$ cat src/rtl/core/qrs_pkg.sv
package qrs_pkg;

    localparam int COEF_W = 16;
    localparam int FRAC_SHIFT = 16;
    localparam int DISC_W = 34;
    localparam int ROOT_W = 40;
    localparam int THR_W = 16;
    localparam int RAD_W = 50;
    localparam int SQ_W = 25;
    localparam int NUM_W = 34;
    localparam int NUMS_W = 36;
    localparam int DEN_W = 17;
    localparam int DENS_W = 18;
    localparam int CMP_W = 51;

    typedef enum logic [2:0] {
        ST_TWO    = 3'd0,
        ST_NONE   = 3'd1,
        ST_LINEAR = 3'd2,
        ST_ZERO   = 3'd3,
        ST_NOSOL  = 3'd4
    } status_t;

    typedef struct packed {
        logic [RAD_W-1:0] rem;
        logic [SQ_W-1:0]  root;
    } sqrt_t;

    typedef struct packed {
        logic [NUM_W-1:0] rem;
        logic [NUM_W-1:0] quot;
        logic [DEN_W-1:0] den;
    } div_t;

    typedef struct packed {
        logic signed [DISC_W-1:0] disc;
        status_t                  st;
        logic signed [COEF_W-1:0] a;
        logic signed [COEF_W-1:0] b;
        logic signed [COEF_W-1:0] c;
    } side_t;

    typedef struct packed {
        logic signed [DISC_W-1:0] disc;
        status_t                  st;
        logic                     neg_plus;
        logic                     neg_minus;
    } dside_t;

endpackage

$ cat src/rtl/core/qrs_div_cell.sv
module qrs_div_cell #(
    parameter int BIT = 0
) (
    input  logic         clk,
    input  logic         en,
    input  qrs_pkg::div_t din,
    output qrs_pkg::div_t dout
);

    logic [qrs_pkg::CMP_W-1:0] trial;
    logic [qrs_pkg::CMP_W-1:0] rem_ext;
    qrs_pkg::div_t data_next;
    qrs_pkg::div_t data_reg;

    always_comb
    begin
        trial = qrs_pkg::CMP_W'(din.den) << BIT;
        rem_ext = qrs_pkg::CMP_W'(din.rem);
        data_next = din;
        if (rem_ext >= trial)
        begin
            data_next.rem = qrs_pkg::NUM_W'(rem_ext - trial);
            data_next.quot = din.quot | (qrs_pkg::NUM_W'(1) << BIT);
        end
    end

    always_ff @(posedge clk)
    begin
        if (en)
        begin
            data_reg <= data_next;
        end
    end

    assign dout = data_reg;

endmodule

$ cat config.mk
export PLATFORM = sky130hd
export DESIGN_NAME = qrs_div_cell
export DESIGN_NICKNAME = d
export VERILOG_FILES = /design/src/rtl/core/qrs_pkg.sv /design/src/rtl/core/qrs_div_cell.sv
export SDC_FILE = /design/constraint.sdc
export NUM_CORES = 1
export LEC_CHECK = 0
export BUFFER_PORTS_ARGS = -buffer_cell sky130_fd_sc_hd__buf_2
export CAP_MARGIN = 25
export CORE_MARGIN = 5
export CORE_UTILIZATION = 50
export CTS_BUF_LIST = sky130_fd_sc_hd__clkbuf_4
export DETAILED_ROUTE_END_ITERATION = 10
export GPL_TIMING_DRIVEN = 0
export HOLD_SLACK_MARGIN = 0.15
export PLACE_DENSITY_LB_ADDON = 0.05
export SYNTH_ARGS = -nofsm -noshare
export SYNTH_HDL_FRONTEND = slang
export SYNTH_SLANG_ARGS = --single-unit
$ cat constraint.sdc
create_clock -name clk -period 2.9 [get_ports clk]
set_clock_uncertainty 0.05 [all_clocks]
set_input_delay 0.145 -clock clk [delete_from_list [all_inputs] [get_ports clk]]
set_output_delay 0.145 -clock clk [all_outputs]
set_load 0.05 [all_outputs]
# Word-level counts from Yosys, hierarchy flattened
# Cells that the tools add are included.
# Widths: inputs -> output; s select.
[totals] out_inout_bits=85 ff_bits=85 ram_bits=0 in_bits=87 wordCells=7 romBits=0 mem_count=0 latchBits=0
[op_classes] n_reduce_logical=0 shift=0 bitwise_logic=0 n_mul=0 addsub=1 muxes=1 eq_ne=0 div=0 magnitude_cmp=1
[ops] operator="$mux 68" count=1
[ops] operator="$ge 34x17->1" count=1
[ops] operator="$sub 34x17->34" count=1

# Logic depth before layout (Yosys ltp)
[depth] ltp_word=2 depth_mapped=11 ltp_nobuf=11

# Least setup slack after synthesis
# OpenSTA, ideal clock, no wires.
[synth_timing] kind="input to register" start="input din[51] (netlist name)" end="register data_reg (netlist bit dout[83]), data pin" n_path_buf=0 setup_slack_ns=0.271 path_stages=11 arrival_time_ns=2.313 setup_ns=0.266 required_ns=2.584 path_cell_list="inv_1 -> ha_1 -> inv_1 -> fa_1 -> a21o_1 -> a221oi_2 -> o21ai_0 -> a2111oi_4 -> nor4_1 -> nor3_1 -> xor2_1"
[synth_lines] item="start, declared" line_no="qrs_div_cell.sv:6" rtl="input qrs_pkg::div_t din,"
[synth_lines] item="end signal, assigned" line_no="qrs_div_cell.sv:31" rtl="data_reg <= data_next;"
[synth_lines] item="end, declared" line_no="qrs_div_cell.sv:13" rtl="qrs_pkg::div_t data_reg;"

==> reports/results.md <==
Synthesis
- **largest cells by area after synthesis** sky130_fd_sc_hd__edfxtp_1 62%, sky130_fd_sc_hd__ha_1 5.2%, sky130_fd_sc_hd__xor2_1 4.7%, sky130_fd_sc_hd__a21oi_1 2.9%, sky130_fd_sc_hd__mux2_4 2.2%
- **flops & latches, synth** 85
- **number of synthesized flops with an enable pin** 85
- **count of yosys warnings during synthesis** 0
- **area share of the largest cell type after synthesis** 62.21%
- **Unique masters post-synth** 49
- **cell count after synthesis** 305
- **post-synth net total** 410
- **most frequently used flop master after synthesis** sky130_fd_sc_hd__edfxtp_1
- **proportion of synthesized chip area in sequential cells** 62.21%
- **post-synthesis async set-or-reset flop share** 0%
- **cell area after synthesis** 4103 sq um
- **Synth Area per Inst** 13.45 sq um
- **cell taking the most area after synthesis** sky130_fd_sc_hd__edfxtp_1

Power
- **power per cell area** 542.3 nW/um^2
- **overall power** 3.336 mW
- **leak pwr** 2.676 nW
- **worst voltage drop across the vdd grid** 0.2881 mV

Finish
- **fraction of final layout cells with drive strength greater than 1** 36.46%
- **final antenna diode count** 0
- **flip-flop count of the largest register, all copies and words added** 85
- **Post-layout nets** 676
- **leading cell types in the layout, fill and taps excluded** 170 x sky130_fd_sc_hd__buf_2, 85 x sky130_fd_sc_hd__edfxtp_1, 83 x sky130_fd_sc_hd__dlygate4sd3_1
- **signed area change from the synthesized netlist to the final layout** 49.95%
- **most common library cell in the layout ignoring fill and taps** sky130_fd_sc_hd__buf_2
- **core occupancy in the finished layout** 76.02%
- **Layout fillers** 560

Worst hold path
- **worst hold path type** input port to flop
- **start point of the worst min-delay path** din[0]

Die
- **total core area** 8093 sq um
- **Core Rows** 33
- **die area** 10120 sq um
- **initial core utilization** 50.70%
- **io pins** 172
- **x dimension of the die** 100.6 um
- **Die Y** 100.6 um

Critical path
- **Worst Path Required** 3020 ps
- **maximum fanout along the worst path** 8
- **critical path startpoint category** input port
- **Worst Setup SP** din[54]
- **Crit Path Category** input port to flop
- **data arrival time of the critical path** 2890 ps
- **endpoint class of the critical path** flop

Detailed routing
- **First DRT Iteration DRCs** 158
- **drt drc** 0
- **post-detailed-routing wire length** 10810 um
- **via count of the routed design** 3395
- **Initial DRT Pass Iterations** 7
- **Vias per Instance** 4.985
- **number of antenna-violating nets in the routed design** 0
- **average wire length per cell after detail routing** 15.88 um

Clock network
- **clock tree sinks** 85
- **total setup buffers inserted after CTS** 0
- **clock-pin slew of the registers on the worst-case setup and hold paths** 130 ps
- **worst-case clock buffer depth** 2
- **Clock H-tree levels** 3
- **cell at the root of the clock tree** sky130_fd_sc_hd__clkbuf_4
- **number of buffers created by CTS** 9
- **cts hold-fix bufs** 83
- **clock tree from TritonCTS** built

Placement
- **final HPWL from detailed placement** 7322 um
- **count of buffers from port buffering** 171
- **weighted congestion reported at the end of routability-driven placement** 0.8245

GRT
- **initial antenna violation count** 0
- **via count of the first global-routing pass** 3531
- **overall global routing resource usage** 21.26%
- **remaining global-route overflow** 0
- **largest net degree at the start of global routing** 53
- **wire length of the first global-routing pass** 16970 um

Outcome
- **violated checks** hold timing
- **run status** finished with violations

Flow run
- **max capacitance violation total** 0

Timing
- **crit path time final** 2770 ps
- **number of failing setup endpoints in the final timing report** 0
- **final hold viol count** 2
- **post-route clock period utilization** 95.53%
- **tightest hold margin** -110.5 ps
- **max-slew violations** 0
- **maximum operating frequency** 361.0 MHz
- **Max transition margin** 66.99%
- **transition time of the tightest slew-check pin** 495.2 ps

-- path summary, 6_finish.rpt --
kind	to	slack, ps	depth (start not counted)
setup / recovery	dout[74]	130	11
hold / removal	dout[0]	-110	1
-- worst max-delay path: stages --
cell and delay [ps]:
sky130_fd_sc_hd__dlygate4sd3_1 520, sky130_fd_sc_hd__buf_2 130, sky130_fd_sc_hd__ha_1 350, sky130_fd_sc_hd__o211ai_1 120, sky130_fd_sc_hd__a21oi_1 90, sky130_fd_sc_hd__o41a_1 430, sky130_fd_sc_hd__a311o_1 340, sky130_fd_sc_hd__and2_1 150
sky130_fd_sc_hd__clkbuf_2 180, sky130_fd_sc_hd__nor3_2 270, sky130_fd_sc_hd__o221ai_1 160
-- metrics by stage --
step | instances | TNS, ps | area, sq um | setup WS (ps) | hold slack [ps]
floorplan | 305 | 0 | 4103 | 271.0 | 193.9
global placement | 581 | -542.6 | 5090 | -204.6 | 271.9
detailed placement | 582 | -671.1 | 5120 | -220.8 | 273.3
CTS | 681 | 0 | 6121 | 11.63 | -140.0
global route | 681 | -3.610 | 6152 | -3.610 | -146.2
finish | 681 | 0 | 6152 | 129.6 | -110.5
-- cells in the mapped netlist (all sizes together) (4+ instances only) --
library cell and count:
nand2b 5, o21ai 9, ha 17, nor2 24, a21oi 24, or4 5, xnor2 9, clkbuf 4
inv 20, nor4 7, edfxtp 85, nor3 8, and3 5, mux2 6, xor2 22, nand2 10
or3 5
-- logic make-up after synthesis --
group,after synthesis,share of synthesized area [%]
adders and majority gates,18,5.672
muxes,6,2.196
buffers and inverters,26,2.745
AOI/OAI and AO/OA,59,10.19
DFF,85,62.21
and+or+nand+nor,80,10.37
xor gates and xnor gates,31,6.618
-- power by group --
group | internal [mW] | leakage (nW) | switching, mW | total [mW]
logic | 0.333 | 1.76 | 0.689 | 1.02
registers | 1.49 | 0.832 | 0.0281 | 1.52
clock network | 0.368 | 0.0851 | 0.425 | 0.793
total | 2.19 | 2.68 | 1.14 | 3.34
-- repair_timing --
item                                    CTS  global route
resized for setup                         0             8
endpoints found under the setup margin    0            20
hold endpoints to repair                118             3
-- final cells by class --
type                       instances  area [sq um]  area share (%)
inverter                          20         75.07           1.220
tap                              105         131.4           2.135
clock inverter                     6         95.09           1.546
clock buffer                      10         75.07           1.220
multi-input combinational        194          1468           23.86
timing repair buffer             255          1717           27.90
buffer                             6         38.79          0.6305
sequential                        85          2552           41.49
-- per-layer routing --
layer | vias to the layer above | global-route usage [%] | part of all wire, % | wire length (um)
li1 | 1681 | - | - | -
met1 | 1581 | 27.07 | 41 | 4438
met2 | 125 | 36.46 | 50 | 5360
met3 | 8 | 5.813 | 8.4 | 913
met4 | 0 | 4.352 | 0.92 | 99
met5 | - | 0 | 0 | 0
No activity file was read; power rests on OpenSTA's default activity.
