## config.mk

```make
export PLATFORM = sky130hd
export DESIGN_NAME = qrs_sqrt_cell
export DESIGN_NICKNAME = d
export VERILOG_FILES = /design/src/rtl/core/qrs_pkg.sv /design/src/rtl/core/qrs_sqrt_cell.sv
export SDC_FILE = /design/constraint.sdc
export NUM_CORES = 1
export LEC_CHECK = 0
export ABC_CLOCK_PERIOD_IN_PS = 5800
export BUFFER_PORTS_ARGS = -buffer_cell sky130_fd_sc_hd__buf_2
export CAP_MARGIN = 5
export CORE_ASPECT_RATIO = 0.5
export CORE_MARGIN = 2
export CORE_UTILIZATION = 56
export CTS_CLUSTER_SIZE = 40
export DETAILED_ROUTE_END_ITERATION = 7
export PLACE_DENSITY_LB_ADDON = 0.3
export SETUP_SLACK_MARGIN = 0.15
export SYNTH_ARGS = -nofsm -noshare
export SYNTH_HDL_FRONTEND = slang
export SYNTH_SLANG_ARGS = --single-unit
export TNS_END_PERCENT = 10
```

## constraint.sdc

```tcl
create_clock -name clk -period 5.8 [get_ports clk]
set_input_delay 1.16 -clock clk [delete_from_list [all_inputs] [get_ports clk]]
set_output_delay 1.16 -clock clk [all_outputs]
set_load 0.01 [all_outputs]
```

## src/rtl/core/qrs_pkg.sv

```systemverilog
package qrs_pkg;

    localparam int COEF_W = 16;
    localparam int FRAC_SHIFT = 16;
    localparam int DISC_W = 34;
    localparam int ROOT_W = 40;
    localparam int THR_W = 16;
    localparam int RAD_W = 50;
    localparam int SQ_W = 25;
    localparam int NUM_W = 34;
    localparam int NUMS_W = 36;
    localparam int DEN_W = 17;
    localparam int DENS_W = 18;
    localparam int CMP_W = 51;

    typedef enum logic [2:0] {
        ST_TWO    = 3'd0,
        ST_NONE   = 3'd1,
        ST_LINEAR = 3'd2,
        ST_ZERO   = 3'd3,
        ST_NOSOL  = 3'd4
    } status_t;

    typedef struct packed {
        logic [RAD_W-1:0] rem;
        logic [SQ_W-1:0]  root;
    } sqrt_t;

    typedef struct packed {
        logic [NUM_W-1:0] rem;
        logic [NUM_W-1:0] quot;
        logic [DEN_W-1:0] den;
    } div_t;

    typedef struct packed {
        logic signed [DISC_W-1:0] disc;
        status_t                  st;
        logic signed [COEF_W-1:0] a;
        logic signed [COEF_W-1:0] b;
        logic signed [COEF_W-1:0] c;
    } side_t;

    typedef struct packed {
        logic signed [DISC_W-1:0] disc;
        status_t                  st;
        logic                     neg_plus;
        logic                     neg_minus;
    } dside_t;

endpackage

```

## src/rtl/core/qrs_sqrt_cell.sv

```systemverilog
module qrs_sqrt_cell #(
    parameter int BIT = 0
) (
    input  logic          clk,
    input  logic          en,
    input  qrs_pkg::sqrt_t din,
    output qrs_pkg::sqrt_t dout
);

    logic [qrs_pkg::CMP_W-1:0] trial;
    logic [qrs_pkg::CMP_W-1:0] rem_ext;
    qrs_pkg::sqrt_t data_next;
    qrs_pkg::sqrt_t data_reg;

    always_comb
    begin
        trial = (qrs_pkg::CMP_W'(din.root) << (BIT + 1))
              + (qrs_pkg::CMP_W'(1) << (2 * BIT));
        rem_ext = qrs_pkg::CMP_W'(din.rem);
        data_next = din;
        if (rem_ext >= trial)
        begin
            data_next.rem = qrs_pkg::RAD_W'(rem_ext - trial);
            data_next.root = din.root | (qrs_pkg::SQ_W'(1) << BIT);
        end
    end

    always_ff @(posedge clk)
    begin
        if (en)
        begin
            data_reg <= data_next;
        end
    end

    assign dout = data_reg;

endmodule

```

# After elaboration in Yosys (flattened, before gate mapping)
# Index checks and enable logic that the tools add are counted.
[totals]
regBits = 75
in_bits = 77
output_inout_bits = 75
word_cells = 7
[op_classes]
add_sub_neg = 2
n_lt_le_gt_ge = 1
mux = 1
[ops]
columns = ["op", "count"]
rows = [
  ["75-bit 2-to-1 mux", 1],
  ["50-bit by 27-bit greater-or-equal comparator with 1-bit output", 1],
  ["50-bit by 27-bit subtractor with 50-bit output", 1],
  ["26-bit by 1-bit adder with 27-bit output, second input constant", 1],
]

# Depth between registers and ports, before layout
[depth]
word_depth = 3
depth_mapped = 11
ltp_nobuf = 10

# Worst setup path after synthesis
# No wires, ideal clock.
[synth_timing]
kind = "input to register"
start = "in din[26] (netlist bit)"
end = "reg data_reg, in the netlist dout[65] (data pin)"
setup_ps = 271
arrival_time_ps = 3416
t_required_ps = 5529
slack_ps = 2113
stages = 10
n_path_buf = 0
path_cell_list = "inv_1 fa_1 nand2b_1 a21oi_1 o211ai_1 o311ai_2 a211o_4 nand4_1 nor4_1 xor2_1"
[synth_rtl]
columns = ["element", "line_no", "source"]
rows = [
  ["start, declared", "qrs_sqrt_cell.sv:6", "input qrs_pkg::sqrt_t din,"],
  ["end signal, assigned", "qrs_sqrt_cell.sv:32", "data_reg <= data_next;"],
  ["end, declared", "qrs_sqrt_cell.sv:13", "qrs_pkg::sqrt_t data_reg;"],
]

==> results by group <==
Clock network
  – Post-CTS sizing: 0
  – Post-CTS Setup Inserts: 0
  – Clock Sinks: 75
  – Htree depth: 3
  – Num CTS Buffers: 9
  – CTS Buffer Depth: 2
  – Hold buffer count at CTS: 0
  – Clock slew at reported path FFs: 0.06 ns
  – Root buf cell: clkbuf_16
  – CTS tree: yes

Critical path
  – Worst-path maximum fanout: 8
  – Critical setup path kind: input pin to flop
  – WP buf/inv: 2
  – CP Capture Type: flop
  – Critical Path AT: 4.28 ns
  – CP delay by family, top: compound AO/OA/AOI/OAI gates
  – Slowest CP cell: o311ai_2
  – CP cell instances: buf_2, inv_1, fa_1, nand2b_1, a21oi_1, o211ai_1, o311ai_2, a31oi_1, nor3b_1, nor3_1, xor2_1
  – CP max stage delay: 0.80 ns
  – Crit path required time: 5.88 ns
  – Setup crit start kind: input pin

Floorplan
  – Number of placed I/O pins: 152
  – Num rows: 23
  – Die ar.: 0.00912 mm^2
  – DIE WIDTH: 133 um
  – Core Footprint: 0.00806 mm^2
  – Initial core utilization: 0.579
  – Die Y: 68.6 um

Logic synthesis
  – Net Count, Synth: 559
  – Synth async-reset ratio: 0
  – Post-Syn Area per Cell: 10.3 um^2
  – Ys flop type: edfxtp_1
  – Yosys cell types: 56
  – Post-synthesis cell count: 455
  – Synthesized cell area: 0.00467 mm^2
  – Ys Warns: 0
  – EDFF count, synth: 75
  – Seq/Total Area, Yosys: 0.483
  – Flops & latches, synth: 75

Placement
  – IO buf count: 151
  – Final GP Congestion: 0.889
  – Worst slack at placement: 1.35 ns
  – HPWL Detailed: 8.48 mm

STA
  – Worst-margin pin slew: 1.10 ns
  – RSZ-0062 raised after global routing: no
  – Final period util: 0.724
  – Setup TNS: 0 ns
  – Worst slew margin: 0.262
  – Setup ws final: 1.60 ns
  – Post-layout min period: 4.20 ns
  – Hold Violations, Final: 0
  – Final Max Tran Viols: 0
  – Setup Viol. Count Final: 0
  – F_max: 0.238 GHz

GRT
  – Global-route wire length before repair: 17.7 mm
  – Grt ovf: 0
  – Initial antenna violation count: 0
  – GRT Util Overall: 0.253
  – Largest net degree at the start of global routing: 76
  – Vias in the first global route: 3692

Drt
  – Via count: 4007
  – Initial DRC count: 256
  – DR pass1 iterations: 5
  – Via density: 5.57
  – DRC Markers: 0
  – ANT nets after route: 0
  – DR WL/cell: 15.7 um
  – DRT Wirelength: 11.3 mm

Layout
  – Layout overhead on the synthesized area: 24.7%
  – Max FFs per register: 75
  – Antenna cells: 0
  – NumNets Final: 706
  – Layout cells sized above 1: 0.300

Power and ir drop
  – PwrDens: 279 mW/mm^2
  – Leak pwr: 2.48 nW
  – Worst VDD drop: 0.222 mV

Run status
  – Outcome: finished clean

Run
  – Max Cap Viol: 0

Worst hold path
  – Hold Path Class: input pin to flop
-- cell type report --
type	count	area [um^2]
Tap cell	112	140
Multi-Input combinational cell	331	2220
Fill cell	662	2240
Clock buffer	9	225
Clock inverter	7	92.6
Inverter	33	124
Sequential cell	75	2250
Timing Repair Buffer	152	766
-- layer usage --
layer  vias up  global-route usage  share of wire
met2       157               0.414           0.45
met5         -                   0              0
met1      1864               0.344           0.46
li1       1977                   -              -
met3         9              0.0643          0.082
met4         0              0.0652         0.0075
-- cells by family (layout without fill, tap and decap cells) --
group | after synthesis | in the layout | synth area share
compound gates | 112 | 112 | 0.153
buf+inv | 49 | 201 | 0.0413
xor+xnor | 47 | 47 | 0.0882
simple gates | 145 | 145 | 0.161
fa+ha+maj | 27 | 27 | 0.0740
flops | 75 | 75 | 0.483
-- power by group --
group | internal (mW) | switching, mW | total [mW] | leakage [nW]
Sequential | 0.671 | 0.0137 | 0.685 | 0.734
Combinational | 0.140 | 0.210 | 0.350 | 1.58
Clock | 0.375 | 0.217 | 0.592 | 0.159
Total | 1.19 | 0.440 | 1.63 | 2.48
-- cell usage in the layout (no fill, tap or decap), types with 3 or more instances in the layout --
| cell | synthesis | layout |
|---|---|---|
| edfxtp_1 | 75 | 75 |
| nand3_1 | 7 | 7 |
| and3_1 | 4 | 4 |
| ha_1 | 26 | 26 |
| a21oi_1 | 31 | 31 |
| nor4_1 | 8 | 8 |
| or3_1 | 3 | 3 |
| xor2_1 | 30 | 30 |
| nand4_1 | 12 | 12 |
| o31ai_1 | 3 | 3 |
| a31oi_1 | 4 | 4 |
| a21o_1 | 8 | 8 |
| o21ai_1 | 4 | 4 |
| nand3b_1 | 3 | 3 |
| inv_1 | 33 | 33 |
| nor2_1 | 24 | 24 |
| o21bai_1 | 7 | 7 |
| nor3_1 | 15 | 15 |
| clkinv_2 | 0 | 3 |
| xnor2_1 | 17 | 17 |
| o211ai_1 | 3 | 3 |
| o21ai_0 | 34 | 34 |
| buf_2 | 2 | 150 |
| clkbuf_16 | 0 | 9 |
| nand2_1 | 49 | 49 |
-- cell usage after synthesis, types with 2 or more instances --
| master | instances | area, um^2 |
|---|---|---|
| nor3b_1 | 2 | 15.0 |
| and3_1 | 4 | 25.0 |
| nand2b_1 | 2 | 12.5 |
| clkbuf_1 | 11 | 41.3 |
| nand3b_1 | 3 | 22.5 |
| nor2_1 | 24 | 90.1 |
| a31oi_1 | 4 | 25.0 |
| a211oi_1 | 2 | 15.0 |
| a21oi_1 | 31 | 155 |
| nand3_1 | 7 | 35.0 |
| nor3_1 | 15 | 75.1 |
| or4_4 | 2 | 22.5 |
| xnor2_1 | 17 | 149 |
| o21a_1 | 2 | 15.0 |
| o21ai_0 | 34 | 170 |
| a21o_1 | 8 | 60.1 |
| o21bai_1 | 7 | 52.6 |
| o211ai_1 | 3 | 22.5 |
| or3_1 | 3 | 18.8 |
| a41oi_1 | 2 | 17.5 |
| inv_1 | 33 | 124 |
| nand3_2 | 2 | 20.0 |
| xor2_1 | 30 | 263 |
| or4_1 | 2 | 15.0 |
| o21ai_1 | 4 | 20.0 |
| edfxtp_1 | 75 | 2250 |
| o31ai_1 | 3 | 22.5 |
| nand2_1 | 49 | 184 |
| ha_1 | 26 | 325 |
| nor4_1 | 8 | 50.1 |
| clkbuf_2 | 2 | 10.0 |
| nand4_1 | 12 | 75.1 |
| a21boi_0 | 2 | 15.0 |
| buf_2 | 2 | 10.0 |
-- worst paths after layout --
path | from | end | slack, ns | depth (start not counted)
worst max-delay path | din[26] | dout[69] | 1.60 | 11
worst min-delay path | din[24] | dout[24] | 1.01 | 1
-- through the flow --
step / power, mW / instance area (um^2) / hold slack [ns] / utilization / cells
after global placement: 1.03 / 5500 / 1.35 / 0.683 / 703
after global routing: 1.70 / 5820 / 1.00 / 0.723 / 719
after CTS: 1.64 / 5820 / 1.00 / 0.723 / 719
after floorplan: 0.899 / 4670 / 1.26 / - / 455
after detailed placement: 1.04 / 5500 / 1.35 / 0.683 / 703
final: 1.63 / 5820 / 1.01 / 0.723 / 719
No activity file was read; power rests on OpenSTA's default activity.
